### src/hw/rtl/b2da_pkg.sv
// Shared types and constants for the binary to decimal ASCII unit.
// Used by the controller, the datapath and the top level; no dependencies.
package b2da_pkg;

  localparam int unsigned NUM_W      = 32;
  localparam int unsigned BCD_DIGITS = 10;
  localparam int unsigned BCD_W      = 4 * BCD_DIGITS;
  localparam int unsigned CNT_W      = 5;
  localparam int unsigned IDX_W      = 4;
  localparam int unsigned CHAR_W     = 6;
  localparam int unsigned OUT_DATA_W = 8;

  localparam logic [CNT_W-1:0]  LAST_SHIFT = CNT_W'(NUM_W - 1);
  localparam logic [IDX_W-1:0]  TOP_IDX    = IDX_W'(BCD_DIGITS - 1);
  localparam logic [CHAR_W-1:0] ASCII_ZERO = 6'd48;

  typedef enum logic [1:0] {
    ST_IDLE,
    ST_CONVERT,
    ST_SKIP,
    ST_EMIT
  } state_e;

  typedef struct packed {
    logic load;
    logic shift;
    logic skip;
    logic emit;
  } cmd_t;

  typedef struct packed {
    logic conv_done;
    logic digit_zero;
    logic idx_last;
    logic out_free;
  } sts_t;

endpackage

### src/hw/rtl/b2da_ctrl.sv
// Controller state machine of the binary to decimal ASCII unit.
// Depends on b2da_pkg; drives commands into b2da_dp and reads its status.
module b2da_ctrl (
  input  logic          clk_i,
  input  logic          rst_ni,
  input  logic          req_valid_i,
  output logic          req_ready_o,
  input  b2da_pkg::sts_t sts_i,
  output b2da_pkg::cmd_t cmd_o
);
  import b2da_pkg::*;

  state_e state_q, state_d;

  always_ff @(posedge clk_i or negedge rst_ni) begin
    if (!rst_ni) begin
      state_q <= ST_IDLE;
    end else begin
      state_q <= state_d;
    end
  end

  always_comb begin
    state_d = state_q;
    case (state_q)
      ST_IDLE: begin
        if (req_valid_i) state_d = ST_CONVERT;
      end
      ST_CONVERT: begin
        if (sts_i.conv_done) state_d = ST_SKIP;
      end
      ST_SKIP: begin
        if (!sts_i.digit_zero || sts_i.idx_last) state_d = ST_EMIT;
      end
      ST_EMIT: begin
        if (sts_i.out_free && sts_i.idx_last) state_d = ST_IDLE;
      end
      default: state_d = ST_IDLE;
    endcase
  end

  always_comb begin
    cmd_o       = '0;
    req_ready_o = 1'b0;
    case (state_q)
      ST_IDLE: begin
        req_ready_o = 1'b1;
        cmd_o.load  = req_valid_i;
      end
      ST_CONVERT: cmd_o.shift = 1'b1;
      ST_SKIP:    cmd_o.skip  = sts_i.digit_zero && !sts_i.idx_last;
      ST_EMIT:    cmd_o.emit  = sts_i.out_free;
      default:    cmd_o       = '0;
    endcase
  end

endmodule

### src/hw/rtl/b2da_dp.sv
// Datapath of the binary to decimal ASCII unit: shift-add-3 converter,
// digit walker and output register. Depends on b2da_pkg.
module b2da_dp (
  input  logic                             clk_i,
  input  logic                             rst_ni,
  input  b2da_pkg::cmd_t                   cmd_i,
  output b2da_pkg::sts_t                   sts_o,
  input  logic [b2da_pkg::NUM_W-1:0]       number_i,
  output logic                             out_valid_o,
  input  logic                             out_ready_i,
  output logic [b2da_pkg::CHAR_W-1:0]      digit_char_o,
  output logic                             last_digit_o
);
  import b2da_pkg::*;

  logic [NUM_W-1:0]  bin_q, bin_d;
  logic [BCD_W-1:0]  bcd_q, bcd_d, bcd_adj;
  logic [CNT_W-1:0]  cnt_q, cnt_d;
  logic [IDX_W-1:0]  idx_q, idx_d;
  logic [CHAR_W-1:0] char_q, char_d;
  logic              last_q, last_d;
  logic              valid_q, valid_d;
  logic [3:0]        top_digit;

  always_comb begin
    for (int i = 0; i < BCD_DIGITS; i++) begin
      if (bcd_q[4*i +: 4] >= 4'd5) begin
        bcd_adj[4*i +: 4] = bcd_q[4*i +: 4] + 4'd3;
      end else begin
        bcd_adj[4*i +: 4] = bcd_q[4*i +: 4];
      end
    end
  end

  assign top_digit = bcd_q[BCD_W-1 -: 4];

  assign sts_o.conv_done  = (cnt_q == LAST_SHIFT);
  assign sts_o.digit_zero = (top_digit == 4'd0);
  assign sts_o.idx_last   = (idx_q == '0);
  assign sts_o.out_free   = !valid_q || out_ready_i;

  always_comb begin
    bin_d   = bin_q;
    bcd_d   = bcd_q;
    cnt_d   = cnt_q;
    idx_d   = idx_q;
    char_d  = char_q;
    last_d  = last_q;
    valid_d = valid_q && !out_ready_i;
    if (cmd_i.load) begin
      bin_d = number_i;
      bcd_d = '0;
      cnt_d = '0;
      idx_d = TOP_IDX;
    end
    if (cmd_i.shift) begin
      {bcd_d, bin_d} = {bcd_adj[BCD_W-2:0], bin_q, 1'b0};
      cnt_d          = cnt_q + 1'b1;
    end
    if (cmd_i.skip || cmd_i.emit) begin
      bcd_d = {bcd_q[BCD_W-5:0], 4'd0};
      idx_d = idx_q - 1'b1;
    end
    if (cmd_i.emit) begin
      char_d  = ASCII_ZERO + CHAR_W'(top_digit);
      last_d  = (idx_q == '0);
      valid_d = 1'b1;
    end
  end

  always_ff @(posedge clk_i or negedge rst_ni) begin
    if (!rst_ni) begin
      valid_q <= 1'b0;
      cnt_q   <= '0;
      idx_q   <= '0;
    end else begin
      valid_q <= valid_d;
      cnt_q   <= cnt_d;
      idx_q   <= idx_d;
    end
  end

  always_ff @(posedge clk_i) begin
    bin_q  <= bin_d;
    bcd_q  <= bcd_d;
    char_q <= char_d;
    last_q <= last_d;
  end

  assign out_valid_o  = valid_q;
  assign digit_char_o = char_q;
  assign last_digit_o = last_q;

endmodule

### src/hw/rtl/binary_to_decimal_ascii_unit.sv
// Unsigned 32-bit binary to decimal ASCII converter, top level.
// A request is taken in the idle state and converted by bit-serial shift-add-3 steps;
// leading zero digits are then skipped, and the digits are walked into the output
// register one digit per cycle while the output is not stalled; a new request is
// taken only once the last digit has been emitted.
// Reset clears the state machine and the output valid flag. Depends on b2da_pkg.
module binary_to_decimal_ascii_unit (
  input  logic                                   clk_i,
  input  logic                                   rst_ni,
  input  logic                                   s_axis_tvalid,
  output logic                                   s_axis_tready,
  input  logic [b2da_pkg::NUM_W-1:0]             s_axis_tdata,  // [31:0] number
  output logic                                   m_axis_tvalid,
  input  logic                                   m_axis_tready,
  output logic [b2da_pkg::OUT_DATA_W-1:0]        m_axis_tdata,  // [5:0] digit_char, [7:6] 0
  output logic                                   m_axis_tlast   // last_digit
);
  import b2da_pkg::*;

  cmd_t              cmd;
  sts_t              sts;
  logic [CHAR_W-1:0] digit_char;

  b2da_ctrl u_ctrl (
    .clk_i       (clk_i),
    .rst_ni      (rst_ni),
    .req_valid_i (s_axis_tvalid),
    .req_ready_o (s_axis_tready),
    .sts_i       (sts),
    .cmd_o       (cmd)
  );

  b2da_dp u_dp (
    .clk_i        (clk_i),
    .rst_ni       (rst_ni),
    .cmd_i        (cmd),
    .sts_o        (sts),
    .number_i     (s_axis_tdata),
    .out_valid_o  (m_axis_tvalid),
    .out_ready_i  (m_axis_tready),
    .digit_char_o (digit_char),
    .last_digit_o (m_axis_tlast)
  );

  assign m_axis_tdata = {{(OUT_DATA_W - CHAR_W){1'b0}}, digit_char};

endmodule

### config.mk
export PLATFORM = sky130hd
export DESIGN_NAME = binary_to_decimal_ascii_unit
export DESIGN_NICKNAME = d
export VERILOG_FILES = /design/src/hw/rtl/b2da_pkg.sv /design/src/hw/rtl/b2da_ctrl.sv /design/src/hw/rtl/b2da_dp.sv /design/src/hw/rtl/binary_to_decimal_ascii_unit.sv
export SDC_FILE = /design/constraint.sdc
export NUM_CORES = 1
export LEC_CHECK = 0
export BUFFER_PORTS_ARGS = -buffer_cell sky130_fd_sc_hd__buf_2
export CORE_MARGIN = 8
export CORE_UTILIZATION = 40
export CTS_CLUSTER_DIAMETER = 80
export DETAILED_ROUTE_END_ITERATION = 12
export PLACE_DENSITY = 0.67
export REMOVE_ABC_BUFFERS = 1
export SYNTH_ARGS = -nofsm -noshare
export SYNTH_HDL_FRONTEND = slang
export SYNTH_SLANG_ARGS = --single-unit
### constraint.sdc
create_clock -name clk_i -period 2.77 [get_ports clk_i]
set_input_delay 0.4155 -clock clk_i [delete_from_list [all_inputs] [get_ports clk_i]]
set_output_delay 0.4155 -clock clk_i [all_outputs]
set_load 0.02 [all_outputs]
==> results of run 1 <==
==> cells in the final DEF (no fill, tap or decap), types with 5 or more instances in the layout <==
master,count
o31ai_2,14
nor3b_1,14
nand2_1,95
o21ai_0,45
nand3_1,8
mux2i_1,11
dfxtp_1,5
a21oi_1,29
a22o_1,19
edfxtp_1,72
clkbuf_16,9
buf_2,42
nand2b_1,13
xnor2_1,10
buf_4,6
inv_1,26
dfrtp_1,12
ha_1,29
==> report_power, final <==
group          switching (mW)  internal, mW  total, mW
registers               0.467          2.46       2.92
logic                    1.86          1.21       3.07
clock network           0.480         0.607       1.09
==> tightest hold or removal path: cells and delay by family <==
| kind | cells | cell delay, ps |
|---|---|---|
| compound gates | 1 | 50 |
| buf+inv | 1 | 100 |
| simple gates | 1 | 50 |
==> logic make-up (layout without fill, tap and decap cells) <==
family,after synthesis,after routing,share of synthesized area
AO/OA/AOI/OAI,121,121,0.1703
XOR/XNOR,14,14,0.02454
adder cells (fa/ha/maj),30,30,0.07511
buffers and inverters,54,93,0.05107
flip-flops,89,89,0.5128
multiplexers,14,14,0.02879
other,2,4,0.001503
AND/OR/NAND/NOR,144,144,0.1360
==> worst min-delay path by stage <==
stage                          startpoint           endpoint
final                     s_axis_tdata[0]      u_dp.bin_q[0]
after global routing      s_axis_tdata[0]      u_dp.bin_q[0]
after CTS                 s_axis_tdata[0]      u_dp.bin_q[0]
after detailed placement           rst_ni   u_dp.out_valid_o
after global placement             rst_ni   u_dp.out_valid_o
after floorplan                    rst_ni  u_ctrl.state_q[0]
==> per-layer routing <==
layer	vias up	global-route usage	share of wire
met2	70	0.1948	0.46
met4	0	0.03007	0.0087
met5	-	0	0
li1	1730	-	-
met3	8	0.03827	0.055
met1	1578	0.1391	0.47
==> cell type report <==
| type | count | area (um2) | area share |
|---|---|---|---|
| multi-input combinational | 327 | 2190 | 0.3898 |
| clock inverter | 5 | 31.28 | 0.005568 |
| clock buffer | 11 | 232.7 | 0.04143 |
| inverter | 27 | 101.3 | 0.01804 |
| sequential | 89 | 2562 | 0.4561 |
| tap | 172 | 215.2 | 0.03831 |
| timing repair buffer | 50 | 285.3 | 0.05078 |
==> timing repair <==
item / in CTS / in global routing
endpoints found under the setup margin: 0 / 0
hold buffers: 1 / 0
endpoints found under the hold margin: 12 / 0
==> stage by stage <==
step                cell area [um2]  worst slack (ps)
global placement               5344             555.6
global route                   5618             330.5
CTS                            5618             474.1
detailed placement             5344             495.6
floorplan                      4851             -2616
finish                         5618             487.9
==> state kept, by name, indices dropped and copies added (netlist names) <==
signal / flops
u_dp.bcd_q: 40
u_dp.out_valid_o: 1
u_ctrl.state_q: 2
u_dp.cnt_q: 5
u_dp.last_digit_o: 1
u_dp.digit_char_o: 4
u_dp.idx_q: 4
u_dp.bin_q: 32
==> metrics, run 1 <==
status completed; PortBufs 42; post-synth top area cell edfxtp_1; peak per-stage delay on the critical path 510 ps; Synth-to-Final Area Change 12.42%; endpoints failing hold 0; Max Cap Viol 0; Hold WC Path Type input pin to flop; reg2reg path depth 6; post-placement cell count between 600 and 700; die height about 130 um; Synth Register Bits 89; global-route usage over all layers 0.1158; Critical Path Sink u_dp.bcd_q[20]; drt total wl between 8000 and 9000 um; LEAKAGE about 2.2 nW; top-count cell post-synth nand2_1; Vias/cell about 5.0; Layout Cells excl Fill a little under 700; Seq/Total Area, Yosys 0.5128; Critical Path AT 2300 ps; Initial DRC Count about 200; layout cells sized above 1 0.1749; CTS Buf Count 9; largest net degree at the start of global routing 81; CP Cell Sequence inv_1 > ha_1 > and4bb_2 > a22o_4 > or2_1 > buf_12; final core occ 0.4525; Gates resized, CTS repair 0; RSZ-0062 raised after global routing no; CTS root buffer clkbuf_16; # diodes 0; largest cells by area after synthesis edfxtp_1 (43%), ha_1 (7.5%), nand2_1 (7.1%); fmax 438.2 MHz; initial antenna violation count 0; count of final setup violators 0; HPWL Detailed 6095 um; postcts setup bufs 0; Syn Area/Cell 10.68 um2; worst hold slack about 340 ps; DRC violation count after routing 0; Final ANT Viol Nets 0; Slew @ Worst Pin about 740 ps; Worst R2R Start u_ctrl.state_q[0]; drt wl/cell approximately 13 um; Crit Path Max Fanout 53; Most used DFF post-synth edfxtp_1; Worst-path clk slew around 60 ps; R2R Path End u_dp.bcd_q[20]; Overflow after GRT 0; Mapped Cells ~470; EDFF count, synth 72; FFs w/ async S/R, synth 0.1348; # nets final 570; Worst path depth 6; Power Dens Cells between 1000 and 1500 nW/um2; CP Launch Type flop; maximum VDD drop roughly 0.57 mV; Reg2Reg Setup Slack a little under 500 ps; Crit. End Element flop; first-pass GRT wire length between 15000 and 20000 um; Rows 41; Vias between 3000 and 4000; Die X ~130 um; Final Max Slew Viols 0; Layout fillers between 1000 and 1500; Starting Density 0.4025; vias in the first global route about 3500; TritonCTS clock tree built; CTS max path bufs 2; most instantiated cells after synthesis nand2_1 (95), edfxtp_1 (72), o21ai_0 (45); Required @ worst endpoint 2790 ps; setup_tns 0 ps; worst clock skew ~8 ps; Rel. slew slack 0.5071; yosys warns 0; CP delay by family, top compound AO/OA/AOI/OAI gates; Clock H-tree levels 3; die area between 15000 and 20000 um2; Final Power a little over 7 mW; Pre-antenna DRT Iters 5; Final Cycle Share 0.8239; Final Wtd Congestion 0.7471; later-pin clock latency in the skew report about 330 ps; Buf+Inv Stages, Crit Path 2; Post-Synthesis Cell Area roughly 5000 um2; top cell type's share of synthesized area 0.4326; CP Launch Point u_ctrl.state_q[0]; Final Critical Period between 2000 and 2500 ps; synth unique cells 42; Slowest-stage cell, CP a22o_4; Sinks on Clock Net between 80 and 90; io pins 47; critical path class flop to flop; Core Region approximately 12000 um2; worst hold path cell count 3
No activity file was read; power rests on OpenSTA's default activity.
==> inputs of run 2 (changes only) <==
==> constraint.sdc (replaced) <==
create_clock -name clk_i -period 1.9 [get_ports clk_i]
set_input_delay 0.285 -clock clk_i [delete_from_list [all_inputs] [get_ports clk_i]]
set_output_delay 0.285 -clock clk_i [all_outputs]
set_load 0.02 [all_outputs]
==> run 2 against run 1 <==
Compared with the run above:
- setup slack lost 610 ps
- via count up 4.6%
- cell count is 3.5% higher
- worst hold slack got worse by 160 ps
- largest power group unchanged
- sequential cell count stayed put
- count of clock-buffer cells in the layout shrank 1
- non-clock buffer count up 24
- the run now ends with setup timing left
- routed wire length is 11% higher
- fmax increased by 13%
==> metrics, run 2 (synthesis gave the netlist of run 1 again) <==
worst clock skew a little under 8 ps; TritonCTS clock tree built; first-pass GRT wire length 17110 um; initial antenna violation count 0; vias in the first global route ~3700; maximum VDD drop between 0.7 and 0.8 mV; Rows 41; Hold WC Path Type input pin to flop; Final Power between 10 and 15 mW; number of flip-flops in the largest register 40; Final Critical Period a little over 2000 ps; RSZ-0062 raised after global routing yes; status finished, violations left; Vias approximately 3500; commonest non-fill, non-tap cell in the layout nand2_1; endpoints failing hold 0; Die X 127.8 um; global-route usage over all layers 0.1275; fmax just under 500 MHz; Pre-antenna DRT Iters 4; io pins 47; Slowest-stage cell, CP dfrtp_1; Sinks on Clock Net around 90; Largest regs u_dp.bcd_q: 40 flops, u_dp.bin_q: 32 flops, u_dp.cnt_q: 5 flops; CP Cell Sequence inv_2 > ha_4 > or3b_4 > a22o_4 > or2_4 > buf_12; Crit Path Max Fanout 17; # diodes 0; Power Dens Cells between 1500 and 2000 nW/um2; Overflow after GRT 0; worst hold slack approximately 180 ps; Vias/cell 5.026; Initial DRC Count 230; drt wl/cell approximately 14 um; Max Cap Viol 0; layout cells sized above 1 0.2402; die height between 100 and 150 um; Crit. End Element flop; Synth-to-Final Area Change 20.71%; critical path class flop to flop; later-pin clock latency in the skew report 340 ps; DRC violation count after routing 0; HPWL Detailed 6715 um; Clock H-tree levels 3; failing checks setup timing; setup ws final -121.1 ps; CTS Buf Count 9; Critical Path AT 2120 ps; peak per-stage delay on the critical path 400 ps; Starting Density 0.4025; Final Wtd Congestion around 0.72; Final ANT Viol Nets 0; largest net degree at the start of global routing slightly above 80; most frequent cells in the layout nand2_1 (84), edfxtp_1 (72), o21ai_0 (45); die area around 16000 um2; PortBufs 42; Top reg by flops u_dp.bcd_q; Final Cycle Share 1.064; count of final setup violators between 60 and 70; CTS root buffer clkbuf_16; CP Launch Type flop; # nets final around 600; setup_tns -5776 ps; LEAKAGE ~2.4 nW; drt total wl 9978 um; Required @ worst endpoint approximately 2000 ps; Final Max Slew Viols 0; Worst-path clk slew 70 ps; Core Region about 12000 um2; CTS max path bufs 2
[run 2: layer usage]
layer	wire (um)	GRT usage	part of all wire
met3	585	0.04118	0.059
met1	4584	0.1505	0.46
met5	0	0	0
met2	4737	0.2141	0.47
met4	72	0.04266	0.0072
[run 2: final timing paths]
| path | from | to | slack, ps | cells past startpoint |
|---|---|---|---|---|
| worst max-delay path | u_dp.idx_q[0] | u_dp.bcd_q[10] | -120 | 6 |
| worst min-delay path | s_axis_tdata[0] | u_dp.bin_q[0] | 180 | 3 |
| worst max register to register | u_dp.idx_q[0] | u_dp.bcd_q[10] | -120 | 6 |
| worst min register to register | u_dp.bin_q[0] | u_dp.bin_q[0] | 460 | 2 |
| max in group asynchronous | rst_ni | u_dp.cnt_q[1] | 1310 | 2 |
| min in group asynchronous | rst_ni | u_ctrl.state_q[0] | 360 | 2 |
[run 2: area by class of cell]
| class | count | area (um2) |
|---|---|---|
| clock inverter | 6 | 58.81 |
| timing repair buffer | 74 | 601.8 |
| multi-input combinational | 327 | 2263 |
| clock buffer | 10 | 229.0 |
| inverter | 27 | 101.3 |
| tap | 172 | 215.2 |
| sequential | 89 | 2562 |
| fill | 1129 | 6382 |
[run 2: repair_timing]
item	4_1_cts	5_1_grt
hold buffers	1	0
pin swaps	2	12
buffers inserted	2	4
endpoints found under the setup margin	61	74
gates cloned	0	3
resized for setup	10	20
endpoints found under the hold margin	12	0
[run 2: report_power, final]
group | internal [mW] | total [mW] | switching, mW
clock network | 1.01 | 1.74 | 0.728
logic | 2.52 | 5.59 | 3.06
registers | 3.58 | 4.28 | 0.704
[run 2: through the flow]
stage               std cells  utilization  worst slack, ps  area [um2]
CTS                       698       0.4736           -71.53        5879
global route              705       0.4859           -182.9        6032
global placement          679       0.4456           -45.83        5532
finish                    705       0.4859           -121.1        6032
floorplan                 443            -            -3486        4851
detailed placement        679       0.4456           -113.7        5532
[run 2: worst max-delay path: cells and delay by family (launching register included)]
family / cells / cell delay [ps]
simple gates: 2 / 680
flops: 1 / 400
compound gates: 1 / 290
buf+inv: 2 / 270
fa+ha+maj: 1 / 130
==> inputs of run 3 (changes only) <==
--- a/config.mk
+++ b/config.mk
@@ -5,6 +5,7 @@
 export SDC_FILE = /design/constraint.sdc
 export NUM_CORES = 1
 export LEC_CHECK = 0
+export ABC_AREA = 1
 export BUFFER_PORTS_ARGS = -buffer_cell sky130_fd_sc_hd__buf_2
 export CORE_MARGIN = 8
 export CORE_UTILIZATION = 40
==> run 3 against run 2 <==
Compared with the run above:
- sequential cell count stayed put
- setup slack better by 220 ps
- critical endpoint is now u_dp.bcd_q[37]
- synthesized cell count is 31% higher
- non-clock buffer count is 14 lower
- die area is 3.6% higher
- first-iteration DRC count is 23% higher
- the flow now finishes without violations
- register-to-register slack better by 220 ps
==> metrics, run 3 <==
CTS Buf Count 9; Syn Area/Cell around 8.5 um2; TritonCTS clock tree built; GR Util met3 0.05182; initial antenna violation count 0; Final Max Slew Viols 0; Die X between 100 and 150 um; Buf+Inv Stages, Crit Path 2; Area after DPL between 5000 and 6000 um2; LEAKAGE 2.752 nW; post-synth top area cell edfxtp_1; endpoints failing hold 0; top-count cell post-synth nand2_1; CTS root buffer clkbuf_16; die height 130.1 um; Core Region between 10000 and 15000 um2; Top reg by flops u_dp.bcd_q; Synth-to-Final Area Change 15.82%; CP delay by family, top flip-flops; yosys warns 0; synthesized-area fraction occupied by and/or/nand/nor cells 0.2575; xor/xnor share of the synthesized area 0.001683; Pre-antenna DRT Iters 5; commonest non-fill, non-tap cell in the layout nand2_1; Overflow after GRT 0; Clock H-tree levels 3; Final Cycle Share 0.9493; Crit Path Max Fanout 36; Synth Area in Compound Gates 0.09736; largest cells by area after synthesis edfxtp_1 (42%), nand2_1 (16%), ha_1 (7.2%); worst hold slack approximately 230 ps; GR Util met2 0.2227; status completed; layout cells sized above 1 0.1637; # diodes 0; Critical Path AT 1900 ps; design area about 6000 um2; Reg2Reg Setup Slack a little under 100 ps; first-pass GRT wire length between 15000 and 20000 um; most instantiated cells after synthesis nand2_1 (223), edfxtp_1 (72), inv_1 (67); Post-Synth Adder-Cell Area 0.07212; grt peak-use layer met2; Crit. End Element flop; DRC violation count after routing 0; Starting Density 0.4108; dpl ws 135.6 ps; Post-Synthesis Cell Area about 5200 um2; Clk pwr share 0.160; Slowest-stage cell, CP dfrtp_1; Largest regs u_dp.bcd_q: 40 flops, u_dp.bin_q: 32 flops, u_dp.cnt_q: 5 flops; mux cell area share after synthesis 0; Final ANT Viol Nets 0; io pins between 40 and 50; Synth Register Bits around 90; FFs w/ async S/R, synth 0.1348; Final Critical Period 1804 ps; maximum VDD drop between 1 and 1.5 mV; Initial DRC Count 283; Sw Ratio 0.4279; Mapped Cells about 600; Seq/Total Area, Yosys 0.4923; top cell type's share of synthesized area 0.4154; Final Wtd Congestion between 0.7 and 0.8; later-pin clock latency in the skew report 350 ps; # nets final slightly above 700; vias in the first global route just over 4000; EDFF count, synth between 70 and 80; Required @ worst endpoint between 1500 and 2000 ps; CP Launch Type flop; Vias/cell between 4 and 5; fmax 554.4 MHz; synth unique cells 30; drt total wl 10890 um; die area about 17000 um2; RSZ-0062 raised after global routing yes; met1 Track Usage GR 0.1598; Vias 4165; Hold WC Path Type input pin to flop; drt wl/cell 13.00 um; most frequent cells in the layout nand2_1 (223), edfxtp_1 (72), inv_1 (67); global-route usage over all layers 0.1371; CP Cell Sequence ha_1 > nand2_2 > inv_1 > a21oi_2 > nand2_1 > buf_12; sw power around 4.9 mW; CTS max path bufs 2; critical path class flop to flop; P_int around 6.5 mW; Comb pwr share 0.470; HPWL Detailed a little under 8000 um; Max Cap Viol 0; PortBufs between 40 and 50; Worst-path clk slew ~70 ps; peak per-stage delay on the critical path 420 ps; Most used DFF post-synth edfxtp_1; setup ws final ~96 ps; Flop pwr share 0.370; final core occ 0.4758; largest family of logic cells by synthesized area simple AND/OR/NAND/NOR gates; largest net degree at the start of global routing 37; number of flip-flops in the largest register 40; worst clock skew between 8 and 9 ps; Sinks on Clock Net 89; count of final setup violators 0; Power Dens Cells roughly 1900 nW/um2; Rows 41
-- run 3: cell count changes in the layout (fill, tap and decap cells not counted), sizes merged, moves of 18 or more --
cell   previous run  this run
nand4             0        26
nand3             8        45
a22o             20         2
inv              26        71
nand2            95       228
o21ai            45        75
a21oi            29         4
-- run 3: logic make-up (layout without fill, tap and decap cells) --
logic type,count (synthesis),after routing
flops,89,89
xor+xnor,1,1
fa+ha+maj,30,30
simple gates,314,314
buf+inv,92,145
other cells,2,4
compound gates,83,83
-- run 3: what timing repair did --
item | in CTS | in global routing
setup endpoints to repair | 0 | 11
hold buffers | 1 | 0
resized for setup | 0 | 1
hold endpoints to repair | 12 | 0
buffers inserted | 0 | 3
-- run 3: final cells by class --
type / instances / area (um2)
well taps: 172 / 215.2
clock inverters: 7 / 77.57
multi-input cells: 432 / 2253
clock buffers: 9 / 225.2
fillers: 1211 / 6643
inverters: 69 / 259.0
repair buffers: 60 / 435.4
flip-flops and latches: 89 / 2562
-- run 3: power by group through the flow --
stage | Clock (mW) | Combinational [mW] | Sequential (mW)
CTS | 1.87 | 5.33 | 4.19
global route | 1.93 | 6.11 | 4.33
finish | 1.82 | 5.34 | 4.20
global placement | 0 | 5.03 | 4.19
floorplan | 0 | 3.63 | 4.10
detailed placement | 0 | 5.29 | 4.22
-- run 3: worst paths after layout --
path / cells after the start / from / endpoint
max: 6 / u_ctrl.state_q[0] / u_dp.bcd_q[37]
min: 3 / s_axis_tdata[0] / u_dp.bin_q[0]
max reg2reg: 6 / u_ctrl.state_q[0] / u_dp.bcd_q[37]
min reg2reg: 2 / u_dp.bin_q[0] / u_dp.bin_q[0]
max in group asynchronous: 2 / rst_ni / u_dp.cnt_q[1]
min in group asynchronous: 2 / rst_ni / u_dp.idx_q[0]
-- run 3: through the flow --
stage | power (mW) | instances | setup TNS [ps]
2_1_floorplan | 7.729 | 590 | -96250
3_3_place_gp | 9.224 | 818 | 0
3_5_place_dp | 9.513 | 818 | 0
4_1_cts | 11.39 | 835 | 0
5_1_grt | 12.36 | 838 | -83.10
6_report | 11.35 | 838 | 0
-- run 3: routing by layer --
layer	vias up	share of wire
li1	2126	-
met1	1922	0.45
met2	99	0.47
met3	18	0.068
met4	0	0.015
met5	-	0
-- run 3: worst register-to-register path, delay by kind of cell (launching register included) --
family / cells / cell delay [ps]
and+or+nand+nor: 2 / 280
AOI/OAI and AO/OA: 1 / 200
adders and majority gates: 1 / 260
buffers and inverters: 2 / 360
DFF: 1 / 420
